$ cat src/rps_pkg.sv
// shared constants and types for the sphere point scaler
package rps_pkg;

    localparam int FRACTION_BITS = 16;
    localparam int LEN_FRAC      = 16;
    localparam int DRAW_W        = 14;
    localparam int CTR_W         = DRAW_W + 1;
    localparam int SQ_W          = 2 * DRAW_W;
    localparam int SUM_W         = SQ_W + 1;
    localparam int PAD_W         = 2 * ((SUM_W + 1) / 2);
    localparam int ROOT_W        = PAD_W / 2 + LEN_FRAC;
    localparam int SQRT_STAGES   = ROOT_W;
    localparam int REM_W         = ROOT_W + 1;
    localparam int MAG_W         = DRAW_W;
    localparam int POS_W         = 32;
    localparam int RAD_W         = POS_W - 1;
    localparam int PROD_W        = MAG_W + RAD_W;
    localparam int Q_W           = POS_W - 1;
    localparam int NUM_W         = PROD_W + LEN_FRAC;
    localparam int NUMHI_W       = NUM_W - Q_W;
    localparam int DIV_STAGES    = Q_W;

    localparam logic signed [CTR_W-1:0] DRAW_CENTRE   = 15'sd5000;
    localparam logic [POS_W-1:0]        RADIUS_RESET  = POS_W'(64'd1 << FRACTION_BITS);
    localparam logic [POS_W-1:0]        POS_MAX       = {1'b0, {(POS_W-1){1'b1}}};

    typedef enum logic [1:0] {
        ST_OK         = 2'd0,
        ST_BAD_RADIUS = 2'd1,
        ST_ZERO_VEC   = 2'd2
    } status_t;

    typedef struct packed {
        logic [POS_W-1:0] pos_x;
        logic [POS_W-1:0] pos_y;
        logic [POS_W-1:0] pos_z;
        status_t          status;
    } result_t;

endpackage

$ cat src/rps_sqrt_pipe.sv
// pipelined integer square root, one root bit per stage
module rps_sqrt_pipe (
    input  logic                        clk,
    input  logic                        en,
    input  logic [rps_pkg::SUM_W-1:0]   sum,
    output logic [rps_pkg::ROOT_W-1:0]  root
);
    import rps_pkg::*;

    logic [PAD_W-1:0]  sh_reg  [SQRT_STAGES];
    logic [ROOT_W-1:0] r_reg   [SQRT_STAGES];
    logic [REM_W-1:0]  rem_reg [SQRT_STAGES];

    for (genvar k = 0; k < SQRT_STAGES; k++) begin : g_stage
        logic [PAD_W-1:0]  sh_in;
        logic [ROOT_W-1:0] r_in;
        logic [REM_W-1:0]  rem_in;
        logic [REM_W+1:0]  cand;
        logic [REM_W+1:0]  trial;

        if (k == 0) begin : g_first
            assign sh_in  = PAD_W'(sum);
            assign r_in   = '0;
            assign rem_in = '0;
        end else begin : g_next
            assign sh_in  = sh_reg[k-1];
            assign r_in   = r_reg[k-1];
            assign rem_in = rem_reg[k-1];
        end

        // bring down the next pair of radicand bits, trial subtract 4r+1
        assign cand  = {rem_in, sh_in[PAD_W-1 -: 2]};
        assign trial = {1'b0, r_in, 2'b01};

        always_ff @(posedge clk)
        begin
            if (en)
            begin
                sh_reg[k] <= {sh_in[PAD_W-3:0], 2'b00};
                if (cand >= trial)
                begin
                    rem_reg[k] <= REM_W'(cand - trial);
                    r_reg[k]   <= {r_in[ROOT_W-2:0], 1'b1};
                end
                else
                begin
                    rem_reg[k] <= REM_W'(cand);
                    r_reg[k]   <= {r_in[ROOT_W-2:0], 1'b0};
                end
            end
        end
    end

    assign root = r_reg[SQRT_STAGES-1];

endmodule

$ cat config.mk
export PLATFORM = sky130hd
export DESIGN_NAME = rps_sqrt_pipe
export DESIGN_NICKNAME = d
export VERILOG_FILES = /design/src/rps_pkg.sv /design/src/rps_sqrt_pipe.sv
export SDC_FILE = /design/constraint.sdc
export NUM_CORES = 2
export LEC_CHECK = 0
export BUFFER_PORTS_ARGS = -buffer_cell sky130_fd_sc_hd__buf_2
export CELL_PAD_IN_SITES_DETAIL_PLACEMENT = 0
export CELL_PAD_IN_SITES_GLOBAL_PLACEMENT = 1
export CORE_AREA = 2 2 423 425
export CTS_CLUSTER_DIAMETER = 30
export DETAILED_ROUTE_END_ITERATION = 10
export DIE_AREA = 0 0 425 427
export GPL_TIMING_DRIVEN = 0
export PLACE_DENSITY = 0.83
export SYNTH_ARGS = -nofsm -noshare
export SYNTH_HDL_FRONTEND = slang
export SYNTH_SLANG_ARGS = --single-unit
$ cat constraint.sdc
create_clock -name clk -period 3.2 [get_ports clk]
set_input_delay 0.32 -clock clk [delete_from_list [all_inputs] [get_ports clk]]
set_output_delay 0.32 -clock clk [all_outputs]
set_load 0.1 [all_outputs]
==> impl_metrics.py <==
metrics = {
    "cells_and_area": {
        "largest_register_ffs": 894,
        "postLayoutCellArea_um2": 108000,
        "drive_gt1_frac": 0.229,
        "finalNetCount": 8623,
        "fill_cells": 13469,
        "utilization": 0.612,
        "area_growth_pct": 28.3,
        "fin_cells": 10697,
    },
    "synthesis": {
        "avgSynthCellArea_um2": 11.6,
        "synth_cells": 7312,
        "async_flop_share": 0,
        "synthTopCellsByCount": "1599 x edfxtp_1, 698 x inv_1, 498 x nand2_1, 496 x ha_1, 496 x nor2_1",
        "synth_area_um2": 84600,
        "synth.area.top_cells": "edfxtp_1 57%, ha_1 7.3%, xnor2_1 3.6%",
        "synthFlopType": "edfxtp_1",
        "syn_nets": 7854,
        "synth-seq-cells": 1600,
        "yosysMostFrequentCell": "edfxtp_1",
        "ys_warn_count": 0,
        "seq_area_frac_synth": 0.568,
        "synth_edf_count": 1599,
        "synth_top_area_share": 0.568,
        "synth_cell_type_count": 103,
        "yosys.area.top_type": "edfxtp_1",
    },
    "detailed_routing": {
        "drt_wl_total_um": 199000,
        "vias": 59137,
        "ant_nets": 0,
        "first_pass_iters": 8,
        "drc_errors": 0,
        "drtIter0Drc": 4492,
        "routedWlPerCell_um": 18.6,
        "vias_per_cell": 5.53,
    },
    "clock_network": {
        "cts_sinks": 1600,
        "cts_tree": "built",
        "path_clk_slew_ps": 50,
        "clk_latency_ps": 940,
        "cts.htree.levels": 5,
        "cts-root-buf": "clkbuf_16",
        "cts.path.max_buffers": 4,
        "cts_made_buffers": 351,
    },
    "timing": {
        "max_slew_margin": 0.244,
        "fmax_mhz": 280,
        "setup-tns-final_ps": -34950,
        "min_period_ps": 3570,
        "layout_setup_ws_ps": -373,
        "tightest_slew_ps": 1120,
        "hold_slack_ps": 83.1,
        "finalMaxSlewViolations": 0,
        "grt_setup_unrepaired": "true",
        "period_share": 1.12,
        "setup_violations": 265,
        "clock_skew_ps": 64.4,
        "hold_viol": 0,
    },
    "floorplanning": {
        "start_util": 0.477,
        "die-area_um2": 181000,
        "die_w_um": 425,
        "io_pins": 62,
        "core_um2": 177000,
        "die_y_um": 427,
        "num_rows": 155,
    },
    "outcome": {
        "status": "complete, but fails checks",
        "violations": "negative setup slack",
    },
    "grt": {
        "gr-usage-all-layers": 0.207,
        "grt_pass1_wl_um": 302000,
        "grt_pass1_vias": 56996,
        "grt-ovfl-total": 0,
        "grt_max_degree": 87,
        "antenna_found_initial": 2,
    },
    "power": {
        "ir_drop_mv": 0.622,
        "total_power_mw": 84.4,
        "cellLeakagePower_nw": 43.0,
        "power.density_nw_per_um2": 778,
    },
    "setup_path": {
        "crit_arrival_ps": 4260,
        "reg2reg_to": "rem_reg[0][123]",
        "crit_end": "rem_reg[0][123]",
        "criticalPathCategory": "register to register",
        "cp_max_fo": 5,
        "r2r_slack_ps": -370,
        "start_kind": "register",
        "rr_worst_depth": 11,
        "worstSetupStartpoint": "rem_reg[0][66]",
        "cp.required_ps": 3890,
        "end_kind": "register",
        "r2r_start": "rem_reg[0][66]",
    },
    "placement": {
        "placed_area_um2": 88400,
        "portBuffers": 61,
        "dp_slack_ps": -2470,
        "dp_hpwl_um": 135000,
        "placed_cells": 9742,
        "place.gp.congestion": 0.885,
    },
    "job": {
        "drv_cap": 0,
    },
    "hold_path": {
        "hold_class": "input port to register",
    },
}
cells by family (layout without fill, tap and decap cells):
| group | after synthesis | after routing | synth area share |
|---|---|---|---|
| xor+xnor | 679 | 679 | 0.0703 |
| mux | 84 | 84 | 0.0110 |
| simple gates | 2047 | 2049 | 0.123 |
| compound gates | 1525 | 1527 | 0.112 |
| buf+inv | 866 | 1891 | 0.0389 |
| other cells | 0 | 1 | 0 |
| fa+ha+maj | 511 | 511 | 0.0769 |
| flops | 1600 | 1600 | 0.568 |
worst min-delay path by stage:
stage                     slack [ps]  depth (start not counted)      startpoint        endpoint
after floorplan                  400                          0   sh_reg[0][70]  sh_reg[0][100]
final                             80                          2          sum[8]    sh_reg[0][8]
after global routing              40                          2          sum[8]    sh_reg[0][8]
after detailed placement         400                          0   sh_reg[0][70]  sh_reg[0][100]
after CTS                          7                          2         sum[13]   sh_reg[0][13]
after global placement           400                          0  sh_reg[0][161]  sh_reg[0][191]
power breakdown:
part,switching [mW],leakage (nW),internal [mW]
sequential,2.37,15.1,27.3
clock,11.5,5.57,23.7
combinational,10.7,22.2,8.90
metal layers:
layer	routed length, µm	vias to the layer above	global-route usage
met5	0	-	0
met4	4680	0	0.0651
met3	9690	357	0.0349
met2	97700	1492	0.345
met1	87000	28878	0.276
li1	-	28410	-
worst max-delay path, stage by stage, from the launching register on:
cell,delay (ps)
edfxtp_1,430
ha_4,310
nand4_1,200
and3_1,250
and4_4,200
a311o_1,290
or3_4,370
or4_4,450
or3_4,400
nor2_4,150
nand2_1,100
xnor2_1,160
area by class of cell:
class                   count  area, µm²  area share
diodes                      1       2.50   0.0000231
clock buffers             387       9070      0.0836
repair buffers            426       3990      0.0368
plain buffers             144       1350      0.0124
well taps                2355       2950      0.0272
inverters                 707       2690      0.0248
multi-input cells        4850      37900       0.349
repair inverters            1       11.3    0.000104
flip-flops and latches   1600      48000       0.443
clock inverters           226       2510      0.0231
what timing repair did:
| action | 4_1_cts | 5_1_grt |
|---|---|---|
| buffers inserted | 144 | 162 |
| cloned | 11 | 19 |
| pin swaps | 152 | 290 |
| resized for setup | 669 | 787 |
| hold buffers | 31 | 1 |
| setup endpoints to repair | 2181 | 706 |
| hold endpoints to repair | 85 | 120 |
cell usage in the layout, fill, tap and decap left out, types with 103 or more instances in the layout:
| master | n |
|---|---|
| o21ai_0 | 231 |
| inv_1 | 674 |
| nor2_1 | 433 |
| edfxtp_1 | 1599 |
| o21ai_2 | 103 |
| a21oi_1 | 355 |
| a21o_1 | 199 |
| nand2b_1 | 111 |
| xnor2_1 | 346 |
| xor2_1 | 325 |
| buf_4 | 241 |
| nor3_1 | 143 |
| ha_1 | 453 |
| nand3_1 | 103 |
| clkbuf_16 | 376 |
| nand2_1 | 441 |
(Power assumes the default switching activity.)
