File: src/rps_pkg.sv
// shared constants and types for the sphere point scaler
package rps_pkg;

    localparam int FRACTION_BITS = 16;
    localparam int LEN_FRAC      = 16;
    localparam int DRAW_W        = 14;
    localparam int CTR_W         = DRAW_W + 1;
    localparam int SQ_W          = 2 * DRAW_W;
    localparam int SUM_W         = SQ_W + 1;
    localparam int PAD_W         = 2 * ((SUM_W + 1) / 2);
    localparam int ROOT_W        = PAD_W / 2 + LEN_FRAC;
    localparam int SQRT_STAGES   = ROOT_W;
    localparam int REM_W         = ROOT_W + 1;
    localparam int MAG_W         = DRAW_W;
    localparam int POS_W         = 32;
    localparam int RAD_W         = POS_W - 1;
    localparam int PROD_W        = MAG_W + RAD_W;
    localparam int Q_W           = POS_W - 1;
    localparam int NUM_W         = PROD_W + LEN_FRAC;
    localparam int NUMHI_W       = NUM_W - Q_W;
    localparam int DIV_STAGES    = Q_W;

    localparam logic signed [CTR_W-1:0] DRAW_CENTRE   = 15'sd5000;
    localparam logic [POS_W-1:0]        RADIUS_RESET  = POS_W'(64'd1 << FRACTION_BITS);
    localparam logic [POS_W-1:0]        POS_MAX       = {1'b0, {(POS_W-1){1'b1}}};

    typedef enum logic [1:0] {
        ST_OK         = 2'd0,
        ST_BAD_RADIUS = 2'd1,
        ST_ZERO_VEC   = 2'd2
    } status_t;

    typedef struct packed {
        logic [POS_W-1:0] pos_x;
        logic [POS_W-1:0] pos_y;
        logic [POS_W-1:0] pos_z;
        status_t          status;
    } result_t;

endpackage

File: src/rps_div_lane.sv
// pipelined restoring divider, one quotient bit per stage, saturating
module rps_div_lane (
    input  logic                        clk,
    input  logic                        en,
    input  logic [rps_pkg::PROD_W-1:0]  prod,
    input  logic [rps_pkg::ROOT_W-1:0]  len,
    output logic [rps_pkg::POS_W-1:0]   q
);
    import rps_pkg::*;

    logic [NUM_W-1:0]   num;
    logic [NUMHI_W-1:0] num_hi;
    logic               sat0;

    logic [ROOT_W-1:0]  rem_reg [DIV_STAGES];
    logic [Q_W-1:0]     lo_reg  [DIV_STAGES];
    logic [Q_W-1:0]     q_reg   [DIV_STAGES];
    logic [ROOT_W-1:0]  len_reg [DIV_STAGES];
    logic               sat_reg [DIV_STAGES];

    assign num    = {prod, {LEN_FRAC{1'b0}}};
    assign num_hi = num[NUM_W-1 -: NUMHI_W];
    // quotient reaches 2^31 exactly when the upper part is not below the divisor
    assign sat0   = ROOT_W'(num_hi) >= len;

    for (genvar k = 0; k < DIV_STAGES; k++) begin : g_stage
        logic [ROOT_W-1:0] rem_in;
        logic [Q_W-1:0]    lo_in;
        logic [Q_W-1:0]    q_in;
        logic [ROOT_W-1:0] len_in;
        logic              sat_in;
        logic [ROOT_W:0]   cand;
        logic [ROOT_W:0]   dvs;

        if (k == 0) begin : g_first
            assign rem_in = ROOT_W'(num_hi);
            assign lo_in  = num[Q_W-1:0];
            assign q_in   = '0;
            assign len_in = len;
            assign sat_in = sat0;
        end else begin : g_next
            assign rem_in = rem_reg[k-1];
            assign lo_in  = lo_reg[k-1];
            assign q_in   = q_reg[k-1];
            assign len_in = len_reg[k-1];
            assign sat_in = sat_reg[k-1];
        end

        assign cand = {rem_in, lo_in[Q_W-1]};
        assign dvs  = {1'b0, len_in};

        always_ff @(posedge clk)
        begin
            if (en)
            begin
                lo_reg[k]  <= {lo_in[Q_W-2:0], 1'b0};
                len_reg[k] <= len_in;
                sat_reg[k] <= sat_in;
                if (cand >= dvs)
                begin
                    rem_reg[k] <= ROOT_W'(cand - dvs);
                    q_reg[k]   <= {q_in[Q_W-2:0], 1'b1};
                end
                else
                begin
                    rem_reg[k] <= ROOT_W'(cand);
                    q_reg[k]   <= {q_in[Q_W-2:0], 1'b0};
                end
            end
        end
    end

    assign q = sat_reg[DIV_STAGES-1] ? POS_MAX : {1'b0, q_reg[DIV_STAGES-1]};

endmodule

File: config.mk
export PLATFORM = sky130hd
export DESIGN_NAME = rps_div_lane
export DESIGN_NICKNAME = d
export VERILOG_FILES = /design/src/rps_pkg.sv /design/src/rps_div_lane.sv
export SDC_FILE = /design/constraint.sdc
export NUM_CORES = 2
export LEC_CHECK = 0
export BUFFER_PORTS_ARGS = -buffer_cell sky130_fd_sc_hd__clkbuf_2
export CAP_MARGIN = 10
export CORE_UTILIZATION = 58
export CTS_BUF_LIST = sky130_fd_sc_hd__clkbuf_16
export DETAILED_ROUTE_END_ITERATION = 8
export PLACE_DENSITY = 0.81
export SLEW_MARGIN = 20
export SYNTH_ARGS = -nofsm -noshare
export SYNTH_HDL_FRONTEND = slang
export SYNTH_SLANG_ARGS = --single-unit
File: constraint.sdc
create_clock -name clk -period 3.8 [get_ports clk]
set_input_delay 0.76 -clock clk [delete_from_list [all_inputs] [get_ports clk]]
set_output_delay 0.76 -clock clk [all_outputs]
set_load 0.01 [all_outputs]
==> metrics.md <==
| Metric | Value |
|---|---|
| Pin count of the biggest net entering global routing | `215` |
| Initial DRT Pass Iterations | `6` |
| Req. time, crit path | `4.49 ns` |
| Slew margin rel. | `around a fifth` |
| Fmax | `264 MHz` |
| CTS Root Buffer Type | `clkbuf_16` |
| Post-synth EDFFs | `2491` |
| Synthesized flop and latch total | `around 2500` |
| Lkg Pwr | `61.9 nW` |
| Fin. max-slew vios | `0` |
| Ys async rst share | `0%` |
| Area leader, netlist | `edfxtp_1` |
| Layout cells sized above 1 | `12.0%` |
| Synthesized area | `135000 um2` |
| All-Layer GR Usage | `26.3%` |
| Synth Warn # | `0` |
| R2r endpoint | `rem_reg[1][311]` |
| Worst reg2reg path depth | `13` |
| DR vias | `89800` |
| Synth top area cells | `edfxtp_1, ha_1, inv_1` |
| Routed vias/inst | `5.93` |
| Initial Util | `58.5%` |
| Syn_area_per_cell | `about 12 um2` |
| Final hold violations | `0` |
| Core Area | `between 200000 and 250000 um2` |
| Synthesized Nets | `12500` |
| Global placer's final weighted congestion | `0.943` |
| Critical Path Start Type | `flip-flop` |
| Worst Setup SP | `len_reg[1][280]` |
| Critical Path AT | `4.48 ns` |
| Synth Instances | `11400` |
| Max-cap viol count | `0` |
| Cell variety after synth | `102` |
| Cts bufs inserted | `286` |
| Antenna violations before repair | `4` |
| Iteration-0 DRC count of the detailed router | `7072` |
| TritonCTS clock tree | `yes` |
| PwrDens | `847 nW/um2` |
| First-pass GRT wire length | `488000 um` |
| Die area | `235000 um2` |
| Worst Clk Skew | `0.0703 ns` |
| Layout area overhead | `12.0%` |
| Boundary Pins | `110` |
| Tcrit/Tclk final | `99.8%` |
| Num Clock Sinks | `2492` |
| RSZ-0062 raised after global routing | `true` |
| Vias in the first global route | `88800` |
| Setup_tns | `0 ns` |
| Setup violations, final | `0` |
| Final Core Density | `approximately two thirds` |
| PortBufs | `108` |
| Seq/Total Area, Yosys | `a little under three fifths` |
| Overflow after GRT | `0` |
| Nets | `13000` |
| Hold Crit Class | `primary input to flip-flop` |
| Peak supply drop | `about 0.45 mV` |
| Tmin final | `3.79 ns` |
| H-tree lvl count | `5` |
| Avg WL per Cell | `about 21 um` |
| R2R setup slack | `0.008 ns` |
| Final HPWL DP | `235000 um` |
| Most used DFF post-synth | `edfxtp_1` |
| Row count | `approximately 180` |
| Crit path kind | `flip-flop to flip-flop` |
| CTS clk-pin slew, worst paths | `~0.060 ns` |
| Crit-path max FO | `10` |
| Die H | `485 um` |
| Crit path to | `rem_reg[1][311]` |
| Worst-Skew Late Latency | `0.95 ns` |
| Total length of routed wires | `~320000 um` |
| Outcome | `complete, no violations` |
| Detail Route Antenna Nets | `0` |
| Chip width | `485 um` |
| DRC | `0` |
| Maximum clock path buffer count | `4` |
| Post-synth top area share | `55.4%` |
| Endpoint class of the critical path | `flip-flop` |
| Least-Margin Pin Slew | `1.21 ns` |
| Reg-to-Reg Start | `len_reg[1][280]` |
| Worst hold slack | `0.0576 ns` |
## stage by stage
stage / setup WS [ns] / total power, mW / instance area (um2) / cells
final: 0.00803 / 128 / 151000 / 15200
after floorplan: 0.231 / 84.3 / 135000 / 11400
after detailed placement: -0.182 / 99.9 / 141000 / 14600
after global placement: -0.258 / 98.3 / 141000 / 14600
after global routing: -0.0972 / 136 / 151000 / 15200
after CTS: -0.0867 / 127 / 150000 / 15100
## cells in the final DEF, fill, tap and decap left out, types with 45 or more instances in the layout
cell       instances
mux2_2           386
nor2b_1           96
a31oi_1           86
edfxtp_1        2491
o211ai_1          59
clkinv_1          47
inv_1           1249
xor2_1           328
clkinv_2          45
o21bai_1         137
nand3_1          163
clkbuf_2         107
nand4_1          135
nand2_1          750
a21o_1           508
xnor2_1          477
o21ai_0          661
ha_1             987
o21a_1           128
nor3_1            93
a21oi_1          863
o31ai_1           56
clkbuf_16        299
buf_4            266
and2_1            70
nand2b_1         107
nor2_1           532
and3_1            54
or3_1             62
a211oi_1          60
or2_2             63
## layout make-up
type                            instances  area (um2)
Tap cell                             3026        3790
Clock buffer                          291        7280
Inverter                             1213        4550
Antenna cell                            6        15.0
Multi-Input combinational cell       7491       55400
Sequential cell                      2492       74800
Clock inverter                        190        1540
Fill cell                           17000       79600
Timing Repair Buffer                  446        3820
## critical path, cell delays in order (launching register included)
cell	delay [ns]
edfxtp_1	0.37
inv_2	0.06
fa_2	0.39
a21o_1	0.18
a221o_1	0.38
a2111oi_4	0.32
or2_4	0.19
o211a_1	0.17
o31a_1	0.21
o21ai_2	0.10
a2111o_1	0.43
o221ai_4	0.18
buf_8	0.22
mux2_2	0.34
## synthesized netlist by cell type, drive strengths merged, types with 135 or more instances
| master | instances |
|---|---|
| edfxtp | 2491 |
| inv | 1213 |
| ha | 990 |
| a21oi | 885 |
| nand2 | 750 |
| o21ai | 696 |
| nor2 | 535 |
| a21o | 509 |
| xnor2 | 477 |
| mux2 | 418 |
| xor2 | 328 |
| clkbuf | 172 |
| nand3 | 163 |
| o21bai | 138 |
| nand4 | 135 |
## worst min-delay path by stage
stage | startpoint | end | slack, ns | depth (start not counted)
after floorplan | lo_reg[0][78] | lo_reg[0][109] | 0.40 | 0
after global placement | q_reg[1][63] | q_reg[1][95] | 0.40 | 0
after detailed placement | lo_reg[0][80] | lo_reg[0][111] | 0.40 | 0
after CTS | prod[12] | lo_reg[0][28] | 0.001 | 1
after global routing | prod[12] | lo_reg[0][28] | 0.02 | 1
final | prod[12] | lo_reg[0][28] | 0.06 | 1
## cell families after synthesis
group,after synthesis,synth area share [%]
AO/OA/AOI/OAI,2997,14.1
flip-flops,2492,55.4
AND/OR/NAND/NOR,2243,7.92
buffers and inverters,1455,4.16
adder cells (fa/ha/maj),1020,9.62
XOR/XNOR,805,5.22
multiplexers,425,3.54
other,1,0.00278
## power by group
part	leakage, nW	total [mW]	internal, mW	switching (mW)
sequential	24.3	45.0	40.2	4.83
clock	4.45	26.2	15.4	10.8
combinational	33.1	56.9	26.0	30.9
total	61.9	128	81.6	46.5
## routing by layer
metal  up-vias  track usage (%)  wire length [um]  share of wire, %
li1      43100                -                 -                 -
met1     43300             32.1            127000                40
met2      2727             46.7            159000                50
met3       763             3.13             15000               4.7
met4         0             11.7             14700               4.6
met5         -                0                 0                 0
## timing repair
item,CTS,global route
hold buffers,10,0
endpoints found under the hold margin,10,0
gates resized for setup,46,125
pin swaps,7,46
endpoints found under the setup margin,171,598
gates cloned,2,8
setup buffers,10,28
(Power assumes the default switching activity.)
